==> src/rtl/efra_pkg.sv <==
`timescale 1ns / 1ps

package efra_pkg;

  localparam int ROOMS  = 16;
  localparam int IDX_W  = (ROOMS > 1) ? $clog2(ROOMS) : 1;
  localparam int CNT_W  = IDX_W + 1;
  localparam int CFG_W  = 5;
  localparam int IN_W   = 32;
  localparam int TIME_W = 40;
  localparam int BOOK_W = 32;
  localparam int ROOM_W = 4;

  localparam logic [CFG_W-1:0] ROOMS_RESET = CFG_W'(16);

  typedef logic [IDX_W-1:0]  idx_t;
  typedef logic [CNT_W-1:0]  cnt_t;
  typedef logic [TIME_W-1:0] time_t;
  typedef logic [BOOK_W-1:0] book_t;

  // search word walking down the row of cells
  typedef struct packed {
    logic            valid;
    logic [IN_W-1:0] start;
    logic            found;
    idx_t            free_idx;
    time_t           min_at;
    idx_t            min_idx;
    book_t           max_cnt;
    idx_t            max_idx;
  } scan_t;

  // booking write broadcast to all cells
  typedef struct packed {
    logic  valid;
    idx_t  idx;
    time_t free_at;
  } wr_t;

endpackage

==> src/rtl/efra_cell.sv <==
`timescale 1ns / 1ps

module efra_cell (
  input  logic             clk,
  input  logic             rst_n,
  input  efra_pkg::idx_t   idx,
  input  efra_pkg::cnt_t   count,
  input  efra_pkg::wr_t    wr,
  input  efra_pkg::scan_t  tok_in,
  output efra_pkg::scan_t  tok_out
);

  efra_pkg::time_t free_at_r;
  efra_pkg::book_t book_r;
  efra_pkg::scan_t tok_r;
  efra_pkg::scan_t tok_nxt;
  logic            act;

  assign act = {1'b0, idx} < count;

  always_comb begin
    tok_nxt = tok_in;
    if (act) begin
      if (!tok_in.found && free_at_r <= efra_pkg::TIME_W'(tok_in.start)) begin
        tok_nxt.found    = 1'b1;
        tok_nxt.free_idx = idx;
      end
      if (free_at_r < tok_in.min_at) begin
        tok_nxt.min_at  = free_at_r;
        tok_nxt.min_idx = idx;
      end
      if (book_r > tok_in.max_cnt) begin
        tok_nxt.max_cnt = book_r;
        tok_nxt.max_idx = idx;
      end
    end
  end

  always_ff @(posedge clk) begin
    if (!rst_n) begin
      free_at_r   <= '0;
      book_r      <= '0;
      tok_r.valid <= 1'b0;
    end else begin
      tok_r <= tok_nxt;
      if (wr.valid && wr.idx == idx) begin
        free_at_r <= wr.free_at;
        if (book_r != '1) begin
          book_r <= book_r + 1'b1;
        end
      end
    end
  end

  assign tok_out = tok_r;

endmodule

==> config.mk <==
export PLATFORM = sky130hd
export DESIGN_NAME = efra_cell
export DESIGN_NICKNAME = d
export VERILOG_FILES = /design/src/rtl/efra_pkg.sv /design/src/rtl/efra_cell.sv
export SDC_FILE = /design/constraint.sdc
export NUM_CORES = 1
export LEC_CHECK = 0
export BUFFER_PORTS_ARGS = -buffer_cell sky130_fd_sc_hd__buf_2
export CAP_MARGIN = 0
export CORE_AREA = 2 2 151 153
export CTS_CLUSTER_DIAMETER = 60
export DETAILED_ROUTE_END_ITERATION = 8
export DIE_AREA = 0 0 153 155
export PLACE_DENSITY = 0.77
export SLEW_MARGIN = 10
export SYNTH_ARGS = -nofsm -noshare
export SYNTH_HDL_FRONTEND = slang
export SYNTH_SLANG_ARGS = --single-unit
==> constraint.sdc <==
create_clock -name clk -period 2.4 [get_ports clk]
set_clock_uncertainty 0.05 [all_clocks]
set_input_delay 0.24 -clock clk [delete_from_list [all_inputs] [get_ports clk]]
set_output_delay 0.24 -clock clk [all_outputs]
set_load 0.005 [all_outputs]
# ---- Yosys cells after proc, flatten, opt, wreduce, memory -nomap -nowiden
# Cells that the tools add are included.
dict set report totals {
  latchBits 0
  inputBits 174
  reg_bits 190
  mem_bits_rw 0
  out_inout_bits 118
  n_memories 0
  mem_bits_ro 0
}
dict set report classes {
  multipliers 0
  n_eq_ne 2
  n_div 0
  muxes 4
  reduce_logical 4
  shifts 0
  order_cmp 4
  add_sub_neg 1
  n_bitwise 0
}
# cell n
set ops {}
lappend ops {{$mux 85} 1}
lappend ops {{$mux 44} 1}
lappend ops {{$le 40x32->1} 1}
lappend ops {{$lt 40x40->1} 1}
lappend ops {{$mux 36} 1}
lappend ops {{$add 32x1->32 const B} 1}
lappend ops {{$gt 32x32->1} 1}
lappend ops {{$ne 32x32->1 const B} 1}
lappend ops {{$lt 4x5->1} 1}
lappend ops {{$mux 5} 1}
lappend ops {{$eq 4x4->1} 1}
lappend ops {{$logic_and 1x1->1} 2}
lappend ops {{$reduce_and 2->1} 1}
lappend ops {{$logic_not 1->1} 1}

# ---- Depth between registers and ports, before layout
dict set report logic_depth {
  ltp_word 4
  ltp_mapped 10
}

# ---- Least setup slack after synthesis
# Ideal clock, no wire load.
dict set report synth_timing {
  path_type {register -> register}
  from {register book_r[29]}
  to {register tok_r (netlist bit tok_out[27]), data pin}
  setup_ns 0.260
  arrival_ns 2.283
  stages_incl_launch_ff 10
  synth_period_minus_slack_ns 2.593
  setup_slack_ns -0.193
  path_buffers 1
  cell_sequence {dfxtp_1 -> ha_1 -> a21o_1 -> a21o_1 -> a221oi_1 -> o21a_1 -> a31oi_1 -> o21ai_2 -> buf_6 -> mux2_2}
}
# element line_no
set synth_rtl {}
lappend synth_rtl {{start: declaration} efra_cell.sv:14} ;# efra_pkg::book_t book_r;
lappend synth_rtl {{start signal: assignment} efra_cell.sv:49} ;# book_r <= book_r + 1'b1;
lappend synth_rtl {{end signal: assignment} efra_cell.sv:45} ;# tok_r <= tok_nxt;
lappend synth_rtl {{end: declaration} efra_cell.sv:15} ;# efra_pkg::scan_t tok_r;

==> flow_summary.ini <==
[run]
drv_cap = 0

[timing]
setup_viol = 85
fin_setup_tns_ps = -19220
timing.fmax_ghz = 0.367
slew_violations = 0
hold_slack_ps = 4.96
final_hold_viol_count = 0
tightest_slew_ps = 487
slew_headroom_pct = 67.5
fin_ws_ps = -324
rsz0062_at_grt = true
finalCritPeriodShare_pct = 114
period_needed_ps = 2720

[floorplanning]
core_sq_um = 22200
dieArea_sq_um = 23700
dieWidth_um = 153
ios = 292
die_y_um = 155
start_util_pct = 47.2
num_rows = 55

[route]
avgRoutedWirePerCell_um = 18.2
routed_via_density = 5.23
dr.pass1.iters = 8
wl_um = 31300
drt_iter0_drc = 464
drc = 0
num_vias = 8972
drtAntennaViolNets = 0

[worst_setup_path]
slowest_delay_ps = 440
cp.arrival_ps = 2860
end_kind = register
cp.required_ps = 2530
crit_type = register to register
path_cells = buf_6 -> ha_4 -> a21o_1 -> a21o_1 -> a21oi_2 -> o21ai_2 -> a2111oi_4 -> o211ai_4 -> buf_12 -> mux2_4
slowest_stage = a2111oi_4
crit_fanout = 18
crit_path_frequent_cell = a21o_1
worstSetupStartpointType = register

[power]
total_power_uw = 7610
power_density_nw_per_um2 = 502
power.leakage_uw = 0.00720
vdd_drop_max_uv = 417

[global_route]
antenna_found_initial = 6
grt_max_degree = 76
grt_overflow = 0
grt_pass1_wl_um = 47600
grt_pass1_vias = 9121
grt.total_usage_pct = 25.5

[placed_design]
gp_congestion = 0.828
port-buffer-count = 291
hpwl_um = 22300

[clocking]
htreeDepth = 4
cts_max_path_buffers = 2
path_clk_slew_ps = 70
clk_latency_ps = 440
clockRootBuffer = clkbuf_16
numCtsBuffers = 17
cts.sinks = 190
tritoncts = yes

[yosys]
synthArstFlopShare_pct = 0
ys.flop_type = edfxtp_1
ys_types = 54
synth_seq_cells = 190
yosys.cell_count.top_type = nand2_1
yosys.area_share.simple_pct = 12.4
synth_edf_count = 117
synth_nets = 1221
synth_top_family_by_area = adder cells
synthXorXnorAreaFrac_pct = 2.67
yosys_warnings = 0
synthTopCellsByCount = nand2_1, edfxtp_1, inv_1, ha_1, dfxtp_1
syn_area_sq_um = 10500
synth.area.top_cells = edfxtp_1, dfxtp_1, ha_1
synth_top_cell_by_area = edfxtp_1
synth-compound-area-share_pct = 9.05
synth-seq-area-share_pct = 47.4
muxShareOfSynthArea_pct = 10.4
synth_top_area_share_pct = 33.5
synth_fa_ha_area_share_pct = 12.8
avgSynthCellArea_sq_um = 11.2
netlist_instances = 940

[layout]
final.fill_count = 1587
multiInputGateArea_sq_um = 5640
drive_gt1_share_pct = 44.7
regArea_sq_um = 5010
nNetsFinal = 1695
area_growth_pct = 44.5

[run_status]
failed_checks = setup timing
outcome = complete, but fails checks

[min_path]
hold_path.class = primary input to register
==> power breakdown <==
part           switching, uW  leakage, uW  internal (uW)
combinational            533      0.00517            619
sequential              58.0      0.00176           3650
clock                   1360     0.000260           1380
==> sequential cells by signal (all words and copies together), names as in the netlist <==
register and count:
tok_out 118, free_at_r 40, book_r 32
==> logic make-up after synthesis <==
logic type | count (synthesis)
AO/OA/AOI/OAI | 138
flip-flops | 190
multiplexers | 84
AND/OR/NAND/NOR | 254
XOR/XNOR | 32
buffers and inverters | 135
adder cells (fa/ha/maj) | 107
==> worst max-delay path, delay by kind of cell, from the launching register on <==
kind | cells | cell delay [ps]
AOI/OAI and AO/OA | 6 | 1190
DFF | 1 | 330
buffers and inverters | 2 | 330
muxes | 1 | 310
adders and majority gates | 1 | 230
==> stage by stage <==
stage,area (sq um),setup slack (ps),utilization (%),cells
after global placement,13400,-345,60.1,1614
after CTS,14900,-243,67.3,1710
after global routing,15200,-388,68.2,1716
after detailed placement,13400,-395,60.1,1614
final,15200,-324,68.2,1717
after floorplan,10700,1.94,-,940
==> timing repair <==
item / CTS / global route
hold buffers: 47 / 0
setup endpoints to repair: 84 / 96
hold endpoints to repair: 47 / 0
buffers inserted: 14 / 3
pin swaps: 20 / 13
cloned: 3 / 1
resized for setup: 77 / 31
==> cell usage in the layout, fill, tap and decap left out, drive strengths merged, types with 3 or more instances in the layout <==
cell | netlist | final
a21oi | 40 | 40
and2 | 32 | 32
clkinv | 0 | 3
and4 | 11 | 11
nor2 | 15 | 15
clkbuf | 17 | 20
clkinvlp | 0 | 4
diode | 0 | 5
buf | 7 | 431
nand2 | 120 | 120
a21o | 16 | 16
nand4 | 24 | 24
o21ai | 20 | 20
edfxtp | 117 | 117
dfxtp | 73 | 73
nand3b | 3 | 3
o211ai | 3 | 3
a21boi | 42 | 42
inv | 111 | 117
and3 | 7 | 7
nor2b | 6 | 6
mux2 | 83 | 83
xnor2 | 22 | 22
ha | 107 | 107
xor2 | 10 | 10
nor3 | 4 | 4
dlygate4sd3 | 0 | 47
nor4 | 10 | 10
nand3 | 17 | 17
==> worst paths after layout <==
kind	startpoint	endpoint	slack [ps]	cells after the start
worst max-delay path	free_at_r[29]$_SDFFE_PN0P_	tok_out[40]$_DFFE_PP_	-320	10
worst min-delay path	wr[34]	free_at_r[34]$_SDFFE_PN0P_	5	3
worst max register to register	free_at_r[29]$_SDFFE_PN0P_	tok_out[40]$_DFFE_PP_	-320	10
worst min register to register	free_at_r[12]$_SDFFE_PN0P_	free_at_r[12]$_SDFFE_PN0P_	460	2
==> final cells by class <==
type,instances,share of cell area [%]
tap,285,2.35
antenna,5,0.0825
clock buffer,19,2.92
multi-input combinational,615,37.2
timing repair buffer,479,20.9
inverter,111,2.78
sequential,190,33.0
clock inverter,13,0.710
==> metal layers <==
metal / vias to the layer above / GRT usage [%] / part of all wire [%]
li1: 4276 / - / -
met1: 4290 / 30.9 / 40
met2: 344 / 46.0 / 52
met3: 60 / 5.04 / 5.6
met4: 2 / 7.23 / 2.4
met5: - / 0 / 0.048
(Power assumes the default switching activity.)
